### config.mk
export PLATFORM = sky130hd
export DESIGN_NAME = flash_page_and_sector_splitter
export DESIGN_NICKNAME = d
export VERILOG_FILES = /design/src/hdl/fpss_pkg.sv /design/src/hdl/fpss_front.sv /design/src/hdl/fpss_req_fifo.sv /design/src/hdl/fpss_back.sv /design/src/hdl/flash_page_and_sector_splitter.sv
export SDC_FILE = /design/constraint.sdc
export NUM_CORES = 1
export LEC_CHECK = 0
export BUFFER_PORTS_ARGS = -buffer_cell sky130_fd_sc_hd__buf_2
export CAP_MARGIN = 20
export CORE_MARGIN = 1.5
export CORE_UTILIZATION = 45
export DETAILED_ROUTE_END_ITERATION = 10
export PLACE_DENSITY = 0.61
export SLEW_MARGIN = 40
export SYNTH_ARGS = -nofsm -noshare
export SYNTH_HDL_FRONTEND = slang
export SYNTH_SLANG_ARGS = --single-unit
### constraint.sdc
create_clock -name clk -period 8.7 [get_ports clk]
set_input_delay 0.87 -clock clk [delete_from_list [all_inputs] [get_ports clk]]
set_output_delay 0.87 -clock clk [all_outputs]
set_load 0.005 [all_outputs]
### src/hdl/fpss_pkg.sv
`default_nettype none
package fpss_pkg;

  localparam int ADDR_W       = 24;
  localparam int LEN_W        = 14;
  localparam int CNT_W        = 13;
  localparam int END_W        = ADDR_W + 1;

  localparam int PAGE_BYTES   = 256;
  localparam int SECTOR_BYTES = 4 * 1024;
  localparam int MAX_LEN      = 8192;
  localparam int MAX_RESULTS  = 33;

  localparam int PAGE_LOG     = $clog2(PAGE_BYTES);
  localparam int ROOM_W       = PAGE_LOG + 1;
  localparam int RES_W        = $clog2(MAX_RESULTS);

  localparam logic [END_W-1:0]  FLASH_TOP   = END_W'(1) << ADDR_W;
  localparam logic [ADDR_W-1:0] SECTOR_MASK = ADDR_W'(SECTOR_BYTES - 1);

  // classified request, handed from the front to the back
  typedef struct packed {
    logic              erase;
    logic              zero;
    logic [ADDR_W-1:0] cur;
    logic [END_W-1:0]  range_end;
  } req_t;

endpackage
`default_nettype wire

### src/hdl/fpss_front.sv
`default_nettype none
module fpss_front (
  input  wire logic                      req_type,
  input  wire logic [fpss_pkg::ADDR_W-1:0] start_addr,
  input  wire logic [fpss_pkg::LEN_W-1:0]  byte_len,
  output fpss_pkg::req_t                 req
);

  logic [fpss_pkg::LEN_W-1:0] len_sat;
  logic [fpss_pkg::END_W-1:0] end_raw;

  always_comb begin
    // saturate length, clip the range at the top of flash, align an erase start to its sector
    if (byte_len > fpss_pkg::LEN_W'(fpss_pkg::MAX_LEN)) begin
      len_sat = fpss_pkg::LEN_W'(fpss_pkg::MAX_LEN);
    end else begin
      len_sat = byte_len;
    end
    end_raw = {1'b0, start_addr} + fpss_pkg::END_W'(len_sat);

    req.erase = req_type;
    req.zero  = (len_sat == '0);
    if (end_raw > fpss_pkg::FLASH_TOP) begin
      req.range_end = fpss_pkg::FLASH_TOP;
    end else begin
      req.range_end = end_raw;
    end
    if (req_type) begin
      req.cur = start_addr & ~fpss_pkg::SECTOR_MASK;
    end else begin
      req.cur = start_addr;
    end
  end

endmodule
`default_nettype wire

### src/hdl/fpss_req_fifo.sv
`default_nettype none
module fpss_req_fifo (
  input  wire logic     clk,
  input  wire logic     rst_n,
  input  wire logic     wr_en,
  input  wire fpss_pkg::req_t wr_data,
  output logic          full,
  input  wire logic     rd_en,
  output fpss_pkg::req_t rd_data,
  output logic          not_empty
);

  fpss_pkg::req_t mem_r [2];
  logic       wr_ptr_r;
  logic       wr_ptr_nxt;
  logic       rd_ptr_r;
  logic       rd_ptr_nxt;
  logic [1:0] count_r;
  logic [1:0] count_nxt;

  assign full      = (count_r == 2'd2);
  assign not_empty = (count_r != 2'd0);
  assign rd_data   = mem_r[rd_ptr_r];

  always_comb begin
    wr_ptr_nxt = wr_ptr_r;
    rd_ptr_nxt = rd_ptr_r;
    count_nxt  = count_r;
    if (wr_en) begin
      wr_ptr_nxt = ~wr_ptr_r;
    end
    if (rd_en) begin
      rd_ptr_nxt = ~rd_ptr_r;
    end
    if (wr_en && !rd_en) begin
      count_nxt = count_r + 2'd1;
    end else if (rd_en && !wr_en) begin
      count_nxt = count_r - 2'd1;
    end
  end

  always_ff @(posedge clk) begin
    if (!rst_n) begin
      wr_ptr_r <= 1'b0;
      rd_ptr_r <= 1'b0;
      count_r  <= 2'd0;
    end else begin
      wr_ptr_r <= wr_ptr_nxt;
      rd_ptr_r <= rd_ptr_nxt;
      count_r  <= count_nxt;
    end
  end

  always_ff @(posedge clk) begin
    if (wr_en) begin
      mem_r[wr_ptr_r] <= wr_data;
    end
  end

endmodule
`default_nettype wire

### src/hdl/fpss_back.sv
`default_nettype none
module fpss_back (
  input  wire logic                        clk,
  input  wire logic                        rst_n,
  input  wire logic                        req_avail,
  input  wire fpss_pkg::req_t              req,
  output logic                             req_take,
  output logic                             empty,
  input  wire logic                        pop,
  output logic [fpss_pkg::ADDR_W-1:0]      op_addr,
  output logic [fpss_pkg::CNT_W-1:0]       byte_count,
  output logic                             last
);

  logic                        active_r;
  logic                        active_nxt;
  logic                        erase_r;
  logic                        zero_r;
  logic [fpss_pkg::ADDR_W-1:0] cur_r;
  logic [fpss_pkg::END_W-1:0]  end_r;
  logic [fpss_pkg::RES_W-1:0]  k_r;
  logic                        out_v_r;
  logic                        out_v_nxt;
  logic [fpss_pkg::ADDR_W-1:0] out_addr_r;
  logic [fpss_pkg::CNT_W-1:0]  out_cnt_r;
  logic                        out_last_r;

  logic                        step;
  logic [fpss_pkg::ROOM_W-1:0] room;
  logic [fpss_pkg::END_W-1:0]  left_full;
  logic [fpss_pkg::LEN_W-1:0]  left;
  logic [fpss_pkg::CNT_W-1:0]  cnt;
  logic [fpss_pkg::END_W-1:0]  next_addr;
  logic                        fin;

  assign req_take   = !active_r && req_avail;
  assign step       = active_r && (!out_v_r || pop);
  assign empty      = !out_v_r;
  assign op_addr    = out_addr_r;
  assign byte_count = out_cnt_r;
  assign last       = out_last_r;

  always_comb begin
    room      = fpss_pkg::ROOM_W'(fpss_pkg::PAGE_BYTES)
              - {1'b0, cur_r[fpss_pkg::PAGE_LOG-1:0]};
    // a write never spans more than the saturated length
    left_full = end_r - {1'b0, cur_r};
    left      = left_full[fpss_pkg::LEN_W-1:0];
    if (zero_r) begin
      cnt = '0;
    end else if (erase_r) begin
      cnt = fpss_pkg::CNT_W'(fpss_pkg::SECTOR_BYTES);
    end else if (fpss_pkg::LEN_W'(room) < left) begin
      cnt = fpss_pkg::CNT_W'(room);
    end else begin
      cnt = fpss_pkg::CNT_W'(left);
    end
    if (erase_r) begin
      next_addr = {1'b0, cur_r} + fpss_pkg::END_W'(fpss_pkg::SECTOR_BYTES);
    end else begin
      next_addr = {1'b0, cur_r} + fpss_pkg::END_W'(cnt);
    end
    fin = zero_r || (next_addr >= end_r)
       || (k_r == fpss_pkg::RES_W'(fpss_pkg::MAX_RESULTS - 1));

    active_nxt = active_r;
    if (req_take) begin
      active_nxt = 1'b1;
    end else if (step && fin) begin
      active_nxt = 1'b0;
    end
    out_v_nxt = out_v_r;
    if (step) begin
      out_v_nxt = 1'b1;
    end else if (pop) begin
      out_v_nxt = 1'b0;
    end
  end

  always_ff @(posedge clk) begin
    if (!rst_n) begin
      active_r <= 1'b0;
      out_v_r  <= 1'b0;
    end else begin
      active_r <= active_nxt;
      out_v_r  <= out_v_nxt;
    end
  end

  always_ff @(posedge clk) begin
    if (req_take) begin
      erase_r <= req.erase;
      zero_r  <= req.zero;
      cur_r   <= req.cur;
      end_r   <= req.range_end;
      k_r     <= '0;
    end else if (step) begin
      cur_r <= next_addr[fpss_pkg::ADDR_W-1:0];
      k_r   <= k_r + fpss_pkg::RES_W'(1);
    end
    if (step) begin
      out_addr_r <= cur_r;
      out_cnt_r  <= cnt;
      out_last_r <= fin;
    end
  end

endmodule
`default_nettype wire

### src/hdl/flash_page_and_sector_splitter.sv
// flash page and sector splitter
// input channel: push, full, in_req_type, in_start_addr, in_byte_len; a request
//   is taken on a clock edge with push high and full low
// result channel: empty, pop, out_op_addr, out_byte_count, out_last; the oldest
//   result sits on the out_ ports while empty is low and leaves on pop
// a write is cut into page program chunks that never cross a page boundary; an
//   erase gives one result per touched sector from the sector-aligned start;
//   a zero length request gives one result with a count of 0; out_last marks
//   the final result of every request
// the front classifies requests (length saturation, clipping at the top of
//   flash, sector alignment) into a two entry request queue; the back walks one
//   request at a time and emits one result per cycle into an output register
//   while that register is free or popped; a request passes the queue entry,
//   the walker's request registers and the output register before its first
//   result shows; the walker takes a new request only once the last one is done
// when the receiver stalls the output register holds and the back waits; the
//   queue keeps taking requests until it is full
// reset clears the queue, the walker and the output valid flag
`default_nettype none
module flash_page_and_sector_splitter (
  input  wire logic                          clk,
  input  wire logic                          rst_n,
  input  wire logic                          push,
  output logic                               full,
  input  wire logic                          in_req_type,
  input  wire logic [fpss_pkg::ADDR_W-1:0]   in_start_addr,
  input  wire logic [fpss_pkg::LEN_W-1:0]    in_byte_len,
  output logic                               empty,
  input  wire logic                          pop,
  output logic [fpss_pkg::ADDR_W-1:0]        out_op_addr,
  output logic [fpss_pkg::CNT_W-1:0]         out_byte_count,
  output logic                               out_last
);

  fpss_pkg::req_t front_req;
  fpss_pkg::req_t head_req;
  logic           q_full;
  logic           q_not_empty;
  logic           q_take;
  logic           in_accept;

  // a request transaction
  assign in_accept = push && !q_full;
  assign full      = q_full;

  // classify the incoming request
  fpss_front u_front (
    .req_type   (in_req_type),
    .start_addr (in_start_addr),
    .byte_len   (in_byte_len),
    .req        (front_req)
  );

  // short queue between classifier and walker
  fpss_req_fifo u_fifo (
    .clk       (clk),
    .rst_n     (rst_n),
    .wr_en     (in_accept),
    .wr_data   (front_req),
    .full      (q_full),
    .rd_en     (q_take),
    .rd_data   (head_req),
    .not_empty (q_not_empty)
  );

  // walk pages or sectors, one result per cycle while the output is free or popped
  fpss_back u_back (
    .clk        (clk),
    .rst_n      (rst_n),
    .req_avail  (q_not_empty),
    .req        (head_req),
    .req_take   (q_take),
    .empty      (empty),
    .pop        (pop),
    .op_addr    (out_op_addr),
    .byte_count (out_byte_count),
    .last       (out_last)
  );

endmodule
`default_nettype wire

==> metrics.txt <==
clock-pin slew on the worst setup and hold paths roughly 0.060 ns; cell repeated most along the worst path a21oi_1; # Post-CTS Setup Buffers 0; Post-Route WL approximately 23000 um; fraction of layout cells with a size suffix above 1 between 15 and 20%; Crit. End Element flop; Max Cap Viol 0; power per standard cell area between 300 and 400 nW/um^2; GRT Total Usage between 10% and 20%; Worst Setup Path Type flop to flop; via/cell ratio approximately 5.4; pre-CTS WS 1.266 ns; later-pin clock latency in the skew report a little under 0.5 ns; Die Y 162.2 um; Slew @ Worst Pin between 0.7 and 0.8 ns; Yosys warnings 0; vias in the first global route around 7300; hold_sp u_back.k_r[5]; Setup WS post-layout 1.151 ns; Cell Area, Synth about 11000 um^2; fin. max-slew vios 0; Remaining DRCs 0; Post-synth EDFFs about 190; initial antenna violation count 0; CTS tree done; Flop pwr share around a third; period utilization slightly below 90%; post-route design area 12880 um^2; Hold Buf Count CTS 0; Slew HR between 40% and 50%; DRT iter0 DRCs 417; Clk pwr share between 10% and 20%; Psw approximately 1900 uW; Mapped Cells 988; Sum Neg Setup Slack 0 ns; antenna viol nets, final 0; post-synthesis cell type count 70; NumNets Final roughly 1200; RD Place Congestion between 0.8 and 0.9; grt total ovfl 0; achievable frequency about 130 MHz; FP Rows between 50 and 60; required time of the critical path 9.14 ns; Clock Tree Buf Depth 3; Critical Path Source Type flop; max incr delay on CP about 0.69 ns; Layout area overhead 13.00%; Die Width 162.2 um; register area 5997 um^2; sw frac between 30% and 40%; Most used DFF post-synth edfxtp_1; P_int roughly 3000 uW; post-CTS sizing 0; # diodes 0; Buf+Inv Stages, Crit Path 0; Layout Skew approximately 0.0087 ns; IO Port Bufs just over 80; Post-synth ARST share 0%; Core Area 25040 um^2; Pleak slightly below 0.005 uW; die area around 26000 um^2; CP arrival between 7 and 8 ns; DP Area 12210 um^2; Post-Syn Area per Cell between 10 and 15 um^2; DP HPWL ~17000 um; first-pass GRT wire length between 30000 and 40000 um; largest net degree at the start of global routing 68; CTS H-tree lvls 1; Comb power frac 47.7%; CP max FO 9; via count around 7600; layout filler cell count around 2200; Initial Utilization 45.53%; Pre-antenna DRT Iters 5; crit path max-delay cell type or4_1; Worst setup startpoint u_back.cur_r[0]; clock root cell clkbuf_16; CTS Buf Count 21; unrepaired setup endpoints after global routing false; clock tree sinks a little over 200; Peak VDD IR ~0.19 mV; CP delay by family, top compound AO/OA/AOI/OAI gates; Overall Power approximately 5000 uW; Setup-failing EPs final 0; multi-input logic area between 5000 and 6000 um^2; worst min path class flop to flop; DR WL/cell around 16 um; Yosys reg bits a little over 200; FF-to-FF Start u_back.cur_r[0]; Period minus WS final approximately 7.5 ns; io pins 83; post-synthesis sequential area ratio about 53%; outcome complete, no violations; Final Hold Viols 0
==> cell families (layout without fill, tap and decap cells) <==
family	Yosys count	count (layout)	synth area share, %
adders and majority gates	82	82	9.198
DFF	204	204	52.60
AOI/OAI and AO/OA	222	222	12.86
and+or+nand+nor	278	278	12.75
other	1	6	0.03290
muxes	53	53	4.972
buffers and inverters	87	185	2.898
xor gates and xnor gates	61	61	4.687
==> power by group through the flow <==
stage / Clock, uW / Sequential [uW] / Combinational (uW)
6_report: 886 / 1680 / 2340
5_1_grt: 947 / 1710 / 2660
4_1_cts: 912 / 1680 / 2350
3_5_place_dp: 0 / 1700 / 2330
3_3_place_gp: 0 / 1690 / 2310
2_1_floorplan: 0 / 1650 / 1740
==> layer usage <==
metal	GRT usage (%)	wire length (um)	vias to the layer above	part of all wire (%)
li1	-	-	3867	-
met1	27.43	12120	3574	52
met2	27.51	9982	151	43
met3	2.324	892	29	3.8
met4	4.295	388	0	1.7
met5	0	0	-	0
==> cells in the mapped netlist (10+ instances only) <==
cell | n | area share [%]
and3_1 | 11 | 0.60
nor2b_1 | 44 | 2.4
dfxtp_1 | 13 | 2.3
mux2_2 | 29 | 2.9
nor4_1 | 14 | 0.77
nand2_1 | 68 | 2.2
o21ai_0 | 39 | 1.7
a21oi_1 | 57 | 2.5
xor2_1 | 25 | 1.9
a21o_1 | 19 | 1.3
o21a_1 | 29 | 1.9
clkbuf_1 | 20 | 0.66
nand3_1 | 24 | 1.1
inv_1 | 58 | 1.9
xnor2_1 | 36 | 2.8
nor3_1 | 14 | 0.61
nor2_1 | 46 | 1.5
ha_1 | 79 | 8.7
mux2i_1 | 24 | 2.1
and2_1 | 10 | 0.55
edfxtp_1 | 191 | 50
nand4_1 | 13 | 0.71
==> stage by stage <==
step / utilization, % / hold WS (ns) / cells
after floorplan: - / 0.4584 / 993
after global placement: 48.74 / 0.4723 / 1385
after detailed placement: 48.75 / 0.4897 / 1385
after CTS: 51.45 / 0.4983 / 1421
after global routing: 51.45 / 0.5300 / 1421
final: 51.45 / 0.4960 / 1421
==> worst reg2reg max path: cells and delay by family, from the launching register on <==
kind	cells	cell delay, ns
AO/OA/AOI/OAI	18	3.24
XOR/XNOR	2	0.36
adder cells (fa/ha/maj)	6	1.92
flip-flops	1	0.50
AND/OR/NAND/NOR	6	1.47
==> layout make-up <==
type	instances	area share, %
Clock buffer	25	4.196
Clock inverter	11	1.049
Inverter	59	1.719
Multi-Input combinational cell	702	39.62
Sequential cell	204	46.56
Tap cell	330	3.205
Timing Repair Buffer	90	3.652
==> layout by cell type (no fill, tap or decap), types with 19 or more instances in the layout <==
cell type	synthesis	layout
nor2_1	46	45
inv_1	58	58
mux2i_1	24	24
a21o_1	19	19
buf_2	3	82
nor2b_1	44	44
a21oi_1	57	57
nand2_1	68	67
nand3_1	24	24
edfxtp_1	191	191
ha_1	79	79
o21ai_0	39	39
xnor2_1	36	36
o21a_1	29	29
mux2_2	29	29
xor2_1	25	25
clkbuf_16	0	21
==> sequential cells by signal (all words and copies together), names as in the netlist, named ones only <==
signal,cells
u_fifo.mem_r,102
u_back.op_addr,24
u_back.end_r,25
u_back.active_r,1
u_back.byte_count,13
u_back.out_v_r,1
u_back.erase_r,1
u_back.zero_r,1
u_fifo.rd_ptr_r,1
u_back.k_r,6
u_back.last,1
u_fifo.wr_ptr_r,1
u_back.cur_r,24
u_fifo.count_r,2
==> worst paths after layout <==
kind / to / slack (ns) / cells after the start
worst max-delay path: u_back.active_r / 1.15 / 32
worst min-delay path: u_back.k_r[5] / 0.50 / 2
worst max register to register: u_back.active_r / 1.15 / 32
worst min register to register: u_back.k_r[5] / 0.50 / 2
Power figures use the tool's default switching activity.
